==> src/rtl/rdq_pkg.sv <==
// shared types, field widths and operation codes for the ring deque
`timescale 1ns / 1ps
package rdq_pkg;

    // fixed field widths of the command and result beats
    localparam int OP_W    = 3;
    localparam int WORD_W  = 32;
    localparam int INDEX_W = 6;
    localparam int COUNT_W = 7;
    localparam int STAT_W  = 2;

    // default geometry
    localparam int DEF_DEPTH      = 64;
    localparam int DEF_DATA_WIDTH = 32;

    // operation codes
    localparam logic [OP_W-1:0] OP_PUSH_TAIL = 3'd0;
    localparam logic [OP_W-1:0] OP_PUSH_HEAD = 3'd1;
    localparam logic [OP_W-1:0] OP_POP_HEAD  = 3'd2;
    localparam logic [OP_W-1:0] OP_REMOVE    = 3'd3;
    localparam logic [OP_W-1:0] OP_READ_HEAD = 3'd4;
    localparam logic [OP_W-1:0] OP_READ_TAIL = 3'd5;

    // status codes
    localparam logic [STAT_W-1:0] ST_OK     = 2'd0;
    localparam logic [STAT_W-1:0] ST_FULL   = 2'd1;
    localparam logic [STAT_W-1:0] ST_EMPTY  = 2'd2;
    localparam logic [STAT_W-1:0] ST_BADIDX = 2'd3;

    // command beat
    typedef struct packed {
        logic [OP_W-1:0]    op;
        logic [WORD_W-1:0]  data_in;
        logic [INDEX_W-1:0] index;
    } t_rdq_in;

    // result beat
    typedef struct packed {
        logic [WORD_W-1:0]  data_out;
        logic [COUNT_W-1:0] entry_count;
        logic [STAT_W-1:0]  status;
    } t_rdq_out;

    // sequencer states
    typedef enum logic [1:0] {
        S_IDLE,
        S_RDATA,
        S_SHIFT
    } t_state;

endpackage

==> src/rtl/rdq_ram.sv <==
// entry store: one write port, one read port with registered read data
`timescale 1ns / 1ps
module rdq_ram #(
    parameter int DEPTH      = 64,
    parameter int DATA_WIDTH = 32,
    parameter int AW         = $clog2(DEPTH)
) (
    input  logic                  i_clk,
    input  logic                  i_we,
    input  logic [AW-1:0]         i_waddr,
    input  logic [DATA_WIDTH-1:0] i_wdata,
    input  logic                  i_re,
    input  logic [AW-1:0]         i_raddr,
    output logic [DATA_WIDTH-1:0] o_rdata
);

    logic [DATA_WIDTH-1:0] r_mem [DEPTH];
    logic [DATA_WIDTH-1:0] r_rdata;

    // write port
    always_ff @(posedge i_clk) begin
        if (i_we) begin
            r_mem[i_waddr] <= i_wdata;
        end
    end

    // read port, registered read data
    always_ff @(posedge i_clk) begin
        if (i_re) begin
            r_rdata <= r_mem[i_raddr];
        end
    end

    assign o_rdata = r_rdata;

endmodule

==> src/rtl/ring_deque_with_indexed_access.sv <==
// ring deque top level: command decode, pointer state, shift sequencer
// push, pop, invalid and refused commands: result strobe the cycle after start, busy stays low,
//   so one command per cycle
// reads: one memory read, registered in the store, then in the result beat; busy in S_RDATA
// remove at index: S_SHIFT moves later entries; the single write port moves one entry a cycle
// synchronous active-low reset clears head, count and sequencer; stored words stay undefined
`timescale 1ns / 1ps
module ring_deque_with_indexed_access #(
    parameter int DEPTH      = rdq_pkg::DEF_DEPTH,
    parameter int DATA_WIDTH = rdq_pkg::DEF_DATA_WIDTH
) (
    input  logic             i_clk,
    input  logic             i_rst_n,
    input  logic             start,
    input  rdq_pkg::t_rdq_in i_cmd,
    output logic             busy,
    output logic             o_valid,
    output rdq_pkg::t_rdq_out o_result
);
    import rdq_pkg::*;

    localparam int AW = $clog2(DEPTH);
    localparam int CW = $clog2(DEPTH + 1);
    localparam int XW = ((CW > INDEX_W) ? CW : INDEX_W) + 1;

    // state
    t_state          r_state, n_state;
    logic [AW-1:0]   r_head, n_head;
    logic [CW-1:0]   r_count, n_count;
    logic [AW-1:0]   r_wr_slot;
    logic [AW-1:0]   r_rd_slot;
    logic [CW-1:0]   r_left;
    logic            r_valid;
    t_rdq_out        r_result;

    // decode
    logic            acc;
    logic            is_empty;
    logic            is_full;
    logic            bad_idx;
    logic [XW-1:0]   idx_x;
    logic [XW-1:0]   cnt_x;
    logic [XW-1:0]   off_x;
    logic [XW-1:0]   sum_x;
    logic [AW-1:0]   slot_a;
    logic [AW-1:0]   head_prev;
    logic [STAT_W-1:0] status_c;
    logic            op_ok;
    logic            is_read;
    logic            need_shift;

    // memory controls
    logic                  ram_we;
    logic [AW-1:0]         ram_waddr;
    logic [DATA_WIDTH-1:0] ram_wdata;
    logic                  ram_re;
    logic [AW-1:0]         ram_raddr;
    logic [DATA_WIDTH-1:0] ram_rdata;

    function automatic logic [AW-1:0] next_slot(input logic [AW-1:0] a);
        logic [AW-1:0] r;
        if (a == AW'(DEPTH - 1)) begin
            r = '0;
        end else begin
            r = a + AW'(1);
        end
        return r;
    endfunction

    assign busy = (r_state != S_IDLE);
    assign acc  = start && !busy;

    // command decode and slot address
    always_comb begin
        idx_x     = XW'(i_cmd.index);
        cnt_x     = XW'(r_count);
        is_empty  = (r_count == '0);
        is_full   = (r_count == CW'(DEPTH));
        bad_idx   = (idx_x >= cnt_x);
        head_prev = (r_head == '0) ? AW'(DEPTH - 1) : (r_head - AW'(1));
        status_c  = ST_OK;
        is_read   = 1'b0;
        off_x     = idx_x;
        unique case (i_cmd.op) inside
            OP_PUSH_TAIL, OP_PUSH_HEAD: begin
                status_c = is_full ? ST_FULL : ST_OK;
                off_x    = cnt_x;
            end
            OP_POP_HEAD: begin
                status_c = is_empty ? ST_EMPTY : ST_OK;
            end
            OP_REMOVE, OP_READ_HEAD, OP_READ_TAIL: begin
                status_c = is_empty ? ST_EMPTY : (bad_idx ? ST_BADIDX : ST_OK);
                is_read  = (i_cmd.op != OP_REMOVE);
                if (i_cmd.op == OP_READ_TAIL) begin
                    off_x = cnt_x - XW'(1) - idx_x;
                end
            end
            default: begin
                status_c = ST_OK;
            end
        endcase
        sum_x      = XW'(r_head) + off_x;
        if (sum_x >= XW'(DEPTH)) begin
            sum_x = sum_x - XW'(DEPTH);
        end
        slot_a     = sum_x[AW-1:0];
        op_ok      = (status_c == ST_OK);
        need_shift = (i_cmd.op == OP_REMOVE) && op_ok && ((idx_x + XW'(1)) < cnt_x);
    end

    // head and count after an accepted command or at the end of a shift
    always_comb begin
        n_head  = r_head;
        n_count = r_count;
        if (acc && op_ok) begin
            case (i_cmd.op)
                OP_PUSH_TAIL: begin
                    n_count = r_count + CW'(1);
                end
                OP_PUSH_HEAD: begin
                    n_head  = head_prev;
                    n_count = r_count + CW'(1);
                end
                OP_POP_HEAD: begin
                    n_head  = next_slot(r_head);
                    n_count = r_count - CW'(1);
                end
                OP_REMOVE: begin
                    if (!need_shift) begin
                        n_count = r_count - CW'(1);
                    end
                end
                default: begin
                    n_count = r_count;
                end
            endcase
        end else if (r_state == S_SHIFT && r_left == CW'(1)) begin
            n_count = r_count - CW'(1);
        end
    end

    // next state
    always_comb begin
        n_state = r_state;
        unique case (r_state)
            S_IDLE: begin
                if (acc && op_ok && is_read) begin
                    n_state = S_RDATA;
                end else if (acc && need_shift) begin
                    n_state = S_SHIFT;
                end
            end
            S_RDATA: begin
                n_state = S_IDLE;
            end
            S_SHIFT: begin
                if (r_left == CW'(1)) begin
                    n_state = S_IDLE;
                end
            end
            default: begin
                n_state = S_IDLE;
            end
        endcase
    end

    // memory controls
    always_comb begin
        ram_we    = 1'b0;
        ram_waddr = slot_a;
        ram_wdata = DATA_WIDTH'(i_cmd.data_in);
        ram_re    = 1'b0;
        ram_raddr = slot_a;
        unique case (r_state)
            S_IDLE: begin
                ram_we    = acc && op_ok &&
                            (i_cmd.op == OP_PUSH_TAIL || i_cmd.op == OP_PUSH_HEAD);
                ram_waddr = (i_cmd.op == OP_PUSH_HEAD) ? head_prev : slot_a;
                ram_re    = acc && ((op_ok && is_read) || need_shift);
                ram_raddr = is_read ? slot_a : next_slot(slot_a);
            end
            S_SHIFT: begin
                ram_we    = 1'b1;
                ram_waddr = r_wr_slot;
                ram_wdata = ram_rdata;
                ram_re    = (r_left != CW'(1));
                ram_raddr = next_slot(r_rd_slot);
            end
            default: begin
                ram_we = 1'b0;
                ram_re = 1'b0;
            end
        endcase
    end

    // control registers
    always_ff @(posedge i_clk) begin
        if (!i_rst_n) begin
            r_state <= S_IDLE;
            r_head  <= '0;
            r_count <= '0;
            r_valid <= 1'b0;
        end else begin
            r_state <= n_state;
            r_head  <= n_head;
            r_count <= n_count;
            r_valid <= (acc && !((op_ok && is_read) || need_shift)) ||
                       (r_state == S_RDATA) ||
                       (r_state == S_SHIFT && r_left == CW'(1));
        end
    end

    // result beat and shift pointers
    always_ff @(posedge i_clk) begin
        if (acc) begin
            r_result.data_out    <= '0;
            r_result.entry_count <= COUNT_W'(n_count);
            r_result.status      <= status_c;
            r_wr_slot            <= slot_a;
            r_rd_slot            <= next_slot(slot_a);
            r_left               <= CW'(cnt_x - XW'(1) - idx_x);
        end else if (r_state == S_RDATA) begin
            r_result.data_out    <= WORD_W'(ram_rdata);
            r_result.entry_count <= COUNT_W'(r_count);
            r_result.status      <= ST_OK;
        end else if (r_state == S_SHIFT) begin
            r_wr_slot            <= r_rd_slot;
            r_rd_slot            <= next_slot(r_rd_slot);
            r_left               <= r_left - CW'(1);
            r_result.data_out    <= '0;
            r_result.entry_count <= COUNT_W'(n_count);
            r_result.status      <= ST_OK;
        end
    end

    assign o_valid  = r_valid;
    assign o_result = r_result;

    rdq_ram #(
        .DEPTH      (DEPTH),
        .DATA_WIDTH (DATA_WIDTH),
        .AW         (AW)
    ) u_ram (
        .i_clk   (i_clk),
        .i_we    (ram_we),
        .i_waddr (ram_waddr),
        .i_wdata (ram_wdata),
        .i_re    (ram_re),
        .i_raddr (ram_raddr),
        .o_rdata (ram_rdata)
    );

`ifndef SYNTH
    // fill count never passes capacity
    a_count_range: assert property (@(posedge i_clk) disable iff (!i_rst_n)
        r_count <= CW'(DEPTH))
        else $error("fill count above capacity");

    // shift never reads the slot it writes in the same cycle
    a_shift_no_overlap: assert property (@(posedge i_clk) disable iff (!i_rst_n)
        (r_state == S_SHIFT && ram_re) |-> (ram_raddr != ram_waddr))
        else $error("shift read and write hit the same slot");

    // a good read answers once its memory read data has been registered
    a_read_latency: assert property (@(posedge i_clk) disable iff (!i_rst_n)
        (acc && op_ok && is_read) |=> !o_valid ##1 o_valid)
        else $error("read result not on time");

    // full status only when the store is at capacity
    a_full_status: assert property (@(posedge i_clk) disable iff (!i_rst_n)
        (o_valid && o_result.status == ST_FULL) |-> (r_count == CW'(DEPTH)))
        else $error("full status while not full");
`endif

endmodule

==> config.mk <==
export PLATFORM = sky130hd
export DESIGN_NAME = ring_deque_with_indexed_access
export DESIGN_NICKNAME = d
export VERILOG_FILES = /design/src/rtl/rdq_pkg.sv /design/src/rtl/rdq_ram.sv /design/src/rtl/ring_deque_with_indexed_access.sv
export SDC_FILE = /design/constraint.sdc
export NUM_CORES = 2
export LEC_CHECK = 0
export BUFFER_PORTS_ARGS = -buffer_cell sky130_fd_sc_hd__buf_2
export CAP_MARGIN = 20
export CORE_UTILIZATION = 50
export DETAILED_ROUTE_END_ITERATION = 8
export PLACE_DENSITY = 0.78
export SKIP_LAST_GASP = 1
export SYNTH_ARGS = -nofsm -noshare
export SYNTH_HDL_FRONTEND = slang
export SYNTH_HIERARCHICAL = 1
export SYNTH_SLANG_ARGS = --single-unit
==> constraint.sdc <==
create_clock -name i_clk -period 7.83 [get_ports i_clk]
set_input_delay 1.9575 -clock i_clk [delete_from_list [all_inputs] [get_ports i_clk]]
set_output_delay 1.9575 -clock i_clk [all_outputs]
set_load 0.02 [all_outputs]
Word level (Yosys, flattened, before mapping)
Memories as Yosys holds them, arrays and structs flattened. A register that Yosys moved wholly into a read port is not among the register bits. Index checks and enable logic that the tools add are counted.

Bits in registers: 76. Bits in writable memories: 2048. Input bits: 44. Memories kept: 1.

Add/sub/neg operators: 12. $lt $le $gt $ge: 3. Equality and inequality tests: 17. Muxes and demuxes: 43. Reduce and logical (&&, ||, !) cells: 32.

Memory list: u_ram.r_mem (words 64, width 32, read ports 1, clocked after Yosys merged registers in 1, wr ports 1, line rdq_ram.sv:17) `logic [DATA_WIDTH-1:0] r_mem [DEPTH];`.

Operators by type and width (number): $mux 41 (2); $mux 6 (13); $mux 7 (6); $pmux 6 s2 (3); $mux 32 (1); $pmux 7 s3 (1); $add 6x1->6 const B (3); $eq 6x6->1 const B (3); $pmux 8 s2 (1); $sub 7x1->7 const B (2); $mux 2 (6); $sub 6x1->6 const B (2); $logic_and 1x1->1 (11); $mux 9 (1); $add 6x8->8 (1); $ge 8x7->1 const B (1); $mux 8 (1); $reduce_bool 2->1 (4); $sub 7x1->8 const B (1); $sub 8x6->8 (1); $add 6x1->7 const B (1); $add 7x1->7 const B (1); $eq 7x1->1 const B (1); $eq 7x7->1 const B (1); other kinds (25) (39).

Depth between registers and ports, before layout
Word-level depth: 13. Depth in mapped cells: 26.

By module
The synthesis kept the hierarchy.

By module, submodules not included: rdq_ram (instances 1, cells an instance 3324, area an instance 78835.6 um^2, sequential area each 62459.9 um^2); ring_deque_with_indexed_access (instances 1, cells an instance 758, area an instance 6102.1 um^2, sequential area each 1801.7 um^2).

Worst setup path before layout
OpenSTA, ideal clock, no wires.

Path type: input-to-reg. Start point: input port i_cmd[39] (netlist name). End point: memory u_ram.r_mem[49][0], enable pin. Arrival time: 7.130 ns. Required time: 7.369 ns. Setup slack: 0.240 ns. Cell stages on the path: 18. Buffers on the path: 4. Cells stage by stage: buf_4 clkbuf_1 or2_2 clkbuf_1 o22ai_1 a21oi_1 ha_1 inv_1 fa_1 nor2b_1 o21ai_0 nor3b_1 nor2_1 a21oi_1 o21ai_0 clkbuf_1 nand4_1 nor3_1.

Elaborated cells on any way between the ends: 24. Those cells by class: 2 x add/sub; 1 x order compare; 5 x eq/ne; 9 x mux; 7 x reduce/logical.

RTL lines: start, declared (line ring_deque_with_indexed_access.sv:15) `input rdq_pkg::t_rdq_in i_cmd,`; $eq 3x2->1, or another cell as far along; $reduce_or 3->1, or another cell as far along (line ring_deque_with_indexed_access.sv:84) `unique case (i_cmd.op) inside`; $pmux 8 s2 (line ring_deque_with_indexed_access.sv:84); $add 6x8->8 (line ring_deque_with_indexed_access.sv:103) `sum_x = XW'(r_head) + off_x;`; $ge 8x7->1 / $sub 6x1->6 (equally long branches) (line ring_deque_with_indexed_access.sv:104, ring_deque_with_indexed_access.sv:105); $mux 6 (line ring_deque_with_indexed_access.sv:104) `if (sum_x >= XW'(DEPTH)) begin`; $mux 6 (line ring_deque_with_indexed_access.sv:179) `ram_waddr = (i_cmd.op == OP_PUSH_HEAD) ? head_prev : slot_a;`; $pmux 6 s2 (*) (line ring_deque_with_indexed_access.sv:175) `unique case (r_state)`; net ram_waddr[4] (line ring_deque_with_indexed_access.sv:54) `logic [AW-1:0] ram_waddr;`; end, declared (line rdq_ram.sv:17).

The timed path passes the listed nets; every way through them passes the cells marked *.

Worst setup path in the final report
Start point: input port i_cmd[0] (netlist name). End point: register u_ram.r_rdata[23] (netlist: u_ram/o_rdata[23]) (read register of u_ram.r_mem), data pin.

Word-level cells in the longest chain between the ends: 10. Elaborated cells on any way between the ends: 25. Those cells by class: 5 x add/sub; 3 x order compare; 1 x eq/ne; 10 x mux; 6 x reduce/logical.

RTL lines: $sub 8x6->8; $mux 8 (line ring_deque_with_indexed_access.sv:95) `if (i_cmd.op == OP_READ_TAIL) begin`; $pmux 8 s2 (*) (line ring_deque_with_indexed_access.sv:84); $add 6x8->8 (*) (line ring_deque_with_indexed_access.sv:103); $ge 8x7->1 / $sub 6x1->6 (equally long branches) (line ring_deque_with_indexed_access.sv:104, ring_deque_with_indexed_access.sv:105); $mux 6 (*) (line ring_deque_with_indexed_access.sv:104); $add 6x1->6 / $eq 6x6->1 (equally long branches) (line ring_deque_with_indexed_access.sv:65, ring_deque_with_indexed_access.sv:62); $mux 6 (line ring_deque_with_indexed_access.sv:62) `if (a == AW'(DEPTH - 1)) begin`; $mux 6 (line ring_deque_with_indexed_access.sv:181) `ram_raddr = is_read ? slot_a : next_slot(slot_a);`; $pmux 6 s2 (*) (line ring_deque_with_indexed_access.sv:175); net ram_raddr[0] (line ring_deque_with_indexed_access.sv:57) `logic [AW-1:0] ram_raddr;`; end, declared (line rdq_ram.sv:18) `logic [DATA_WIDTH-1:0] r_rdata;`.

Marks and branches as above. A chain may end at the register's enable or synchronous reset.

==> run summary <==
Status: finished clean
RSZ-0062 raised after global routing: false
First-pass GRT wire length: 321 mm
Final wirelength: 227 mm
Top FF cell, synth: edfxtp_1
Synth Net Count: 4,164
Part of the cycle the worst path needs: 93.2%
Core area: 168,000 um^2
Vias per cell: 6.69
Row count: 150
Synth cell types: 82
Pleak: 0.0308 uW
Largest net degree at the start of global routing: 72
Clock transition at path regs: 0.06 ns
Met1 usage: 33.2%
Mapped Cells: 4,082
Grt peak-use layer: met2
Post-Layout Inst Area: 97,700 um^2
FF/Latch Area: 64,300 um^2
CTS tree: built
Detail Route Antenna Nets: 0
Vias: 45.3k
Hold-fix buffers at CTS: 0
Syn Std Cell Area: 84,900 um^2
Dpl cell area: 90,600 um^2
Crit. End Element: register
Area of the multi-input gates: 20,000 um^2
Post-synth EDFFs: 2,108
Total CTS buffers: 197
DRT Pass-1 Iters: 6
VDD IR max: 0.303 mV
Clk_lat worst skew: 0.85 ns
Sequential area share after synthesis: 75.7%
Sink Count: 2,156
Max-slew headroom: 24.9%
Initial antenna violation count: 8
Skew final: 0.0355 ns
Io pins: 87
MaxCap Viol Count: 0
Worst min path class: register to register
Clk buf depth: 3
Min Tclk post-route: 7.30 ns
WL per Instance: 33.5 um
Crit path DAT: 7.84 ns
#FFs+latches synth: 2,156
Final hold vios: 0
Dpl hpwl: 123 mm
# DRC: 0
Pre-CTS setup slack: -0.135 ns
Max FO, Critical Path: 16
CTS resizes: 0
Die Ht: 414 um
Grt ovf: 0
# fillers: 11.3k
Peak Freq: 137 MHz
Initial Utilization: 50.6%
GPL Wtd Cong: 0.867
Grt met2 use: 43.2%
Crit Path Class: input pin to register
Worst-Margin Slew: 1.11 ns
Tot GR Track Use: 26.0%
Startpoint types: input pin
Fraction of layout cells with a size suffix above 1: 28.7%
Detailed Route Iter0 Violations: 6,650
I/O Buffers: 86
Root Buffer: clkbuf_16
Number of setup buffers added after CTS: 0
Worst Slack Setup Final: 0.533 ns
Layout Nets: 4,490
Die W: 414 um
Vias in the first global route: 45.3k
Final setup fails: 0
Synth Area per Inst: 20.8 um^2
Area delta synth->final: 15.0%
Die outline area: 172,000 um^2
Met3 GRT Util: 5.48%
H-tree levels: 4
Count of final max-slew check failures: 0
Async SR Flop Fraction: 0%
Critical path data required time: 8.37 ns
Yosys warning count: 6
Power per Cell Area: 313 nW/um^2
-- layer usage --
metal	wire (um)	vias up
met3	25200	674
met2	112000	3651
met4	11500	12
li1	-	17666
met5	81	-
met1	78000	23342
-- per-stage QoR --
stage | std cells | hold slack [ns] | utilization, % | setup TNS (ns) | power, uW
global placement | 6382 | 0.453 | 53.9 | -0.0814 | 20800
CTS | 6741 | 0.467 | 57.7 | 0 | 30400
global route | 6772 | 0.481 | 58.1 | 0 | 31300
detailed placement | 6383 | 0.456 | 53.9 | -0.135 | 20900
finish | 6773 | 0.463 | 58.1 | 0 | 30600
floorplan | 4082 | 0.467 | - | 0 | 18200
-- worst paths after layout --
path,from,endpoint,slack [ns],depth (start not counted)
worst max-delay path,i_cmd[0],u_ram/o_rdata[23],0.53,23
worst min-delay path,o_result[11],o_result[11],0.46,2
worst max register to register,r_count[1],u_ram/o_rdata[23],1.05,20
worst min register to register,o_result[11],o_result[11],0.46,2
-- placed cells by master (no fill, tap or decap), drive strengths merged, types with 34 or more instances in the layout --
cell,instances
mux2,34
inv,34
dfxtp,48
nand3,64
mux4,544
a21oi,152
edfxtp,2108
mux2i,99
o21ai,60
buf,361
clkbuf,247
o22ai,92
clkinv,80
nand2b,45
nand2,92
ha,36
nor2,183
-- flip-flops by register name, indices dropped and copies added, names as in the netlist --
register       count
o_result          41
o_valid            1
r_count            7
r_head             6
r_left             7
r_rd_slot          6
r_state            2
r_wr_slot          6
u_ram/o_rdata     32
u_ram/r_mem     2048
-- final cells by class --
cell class                      count  area share (%)
Inverter                           29           0.111
Timing Repair Buffer              361            4.27
Clock inverter                    111            1.16
Clock buffer                      247            5.35
Antenna cell                        2         0.00512
Sequential cell                  2156            65.8
Multi-Input combinational cell   1663            20.5
Tap cell                         2204            2.82
-- cells by family after synthesis --
| group | share of synthesized area (%) |
|---|---|
| multiplexers | 16.0 |
| AO/OA/AOI/OAI | 3.14 |
| XOR/XNOR | 0.432 |
| buffers and inverters | 1.43 |
| flip-flops | 75.7 |
| adder cells (fa/ha/maj) | 0.577 |
| AND/OR/NAND/NOR | 2.72 |
-- where the power goes --
group / internal (uW) / switching [uW]
Combinational: 3300 / 4370
Clock: 5410 / 4170
Sequential: 13100 / 170
Total: 21900 / 8710
-- worst max-delay path, cell delays in order --
cell	delay (ns)
buf_2	0.15
inv_1	0.06
ha_1	0.23
inv_1	0.08
fa_1	0.44
nand2_1	0.08
o21ai_0	0.07
a21oi_1	0.22
ha_1	0.28
a211oi_1	0.26
o21ai_0	0.13
a21oi_1	0.18
xor2_1	0.12
xnor2_2	0.36
nor2_1	0.17
o41ai_2	0.45
buf_12	0.28
buf_12	0.21
buf_4	0.34
mux4_2	0.56
mux4_2	0.47
o22ai_1	0.54
nor2_1	0.13
-- cell usage after synthesis (10+ instances only) --
master,instances,share of area [%]
o22ai_1,92,0.68
buf_1,29,0.13
nor3_1,17,0.10
ha_1,36,0.53
buf_4,26,0.23
nand3_1,64,0.38
dfxtp_1,48,1.1
xor2_1,11,0.11
a21oi_1,152,0.90
edfxtp_1,2108,75
nor2_1,181,0.80
buf_2,63,0.37
a22oi_1,15,0.13
inv_1,27,0.12
xnor2_1,29,0.30
nand2b_1,45,0.33
nor2b_1,26,0.19
mux2_2,34,0.45
o21ai_0,56,0.33
clkbuf_1,109,0.48
mux2i_1,99,1.2
mux4_2,544,14
o221ai_1,28,0.29
nand2_1,92,0.41
a311oi_1,10,0.10
No activity file was read; power rests on OpenSTA's default activity.
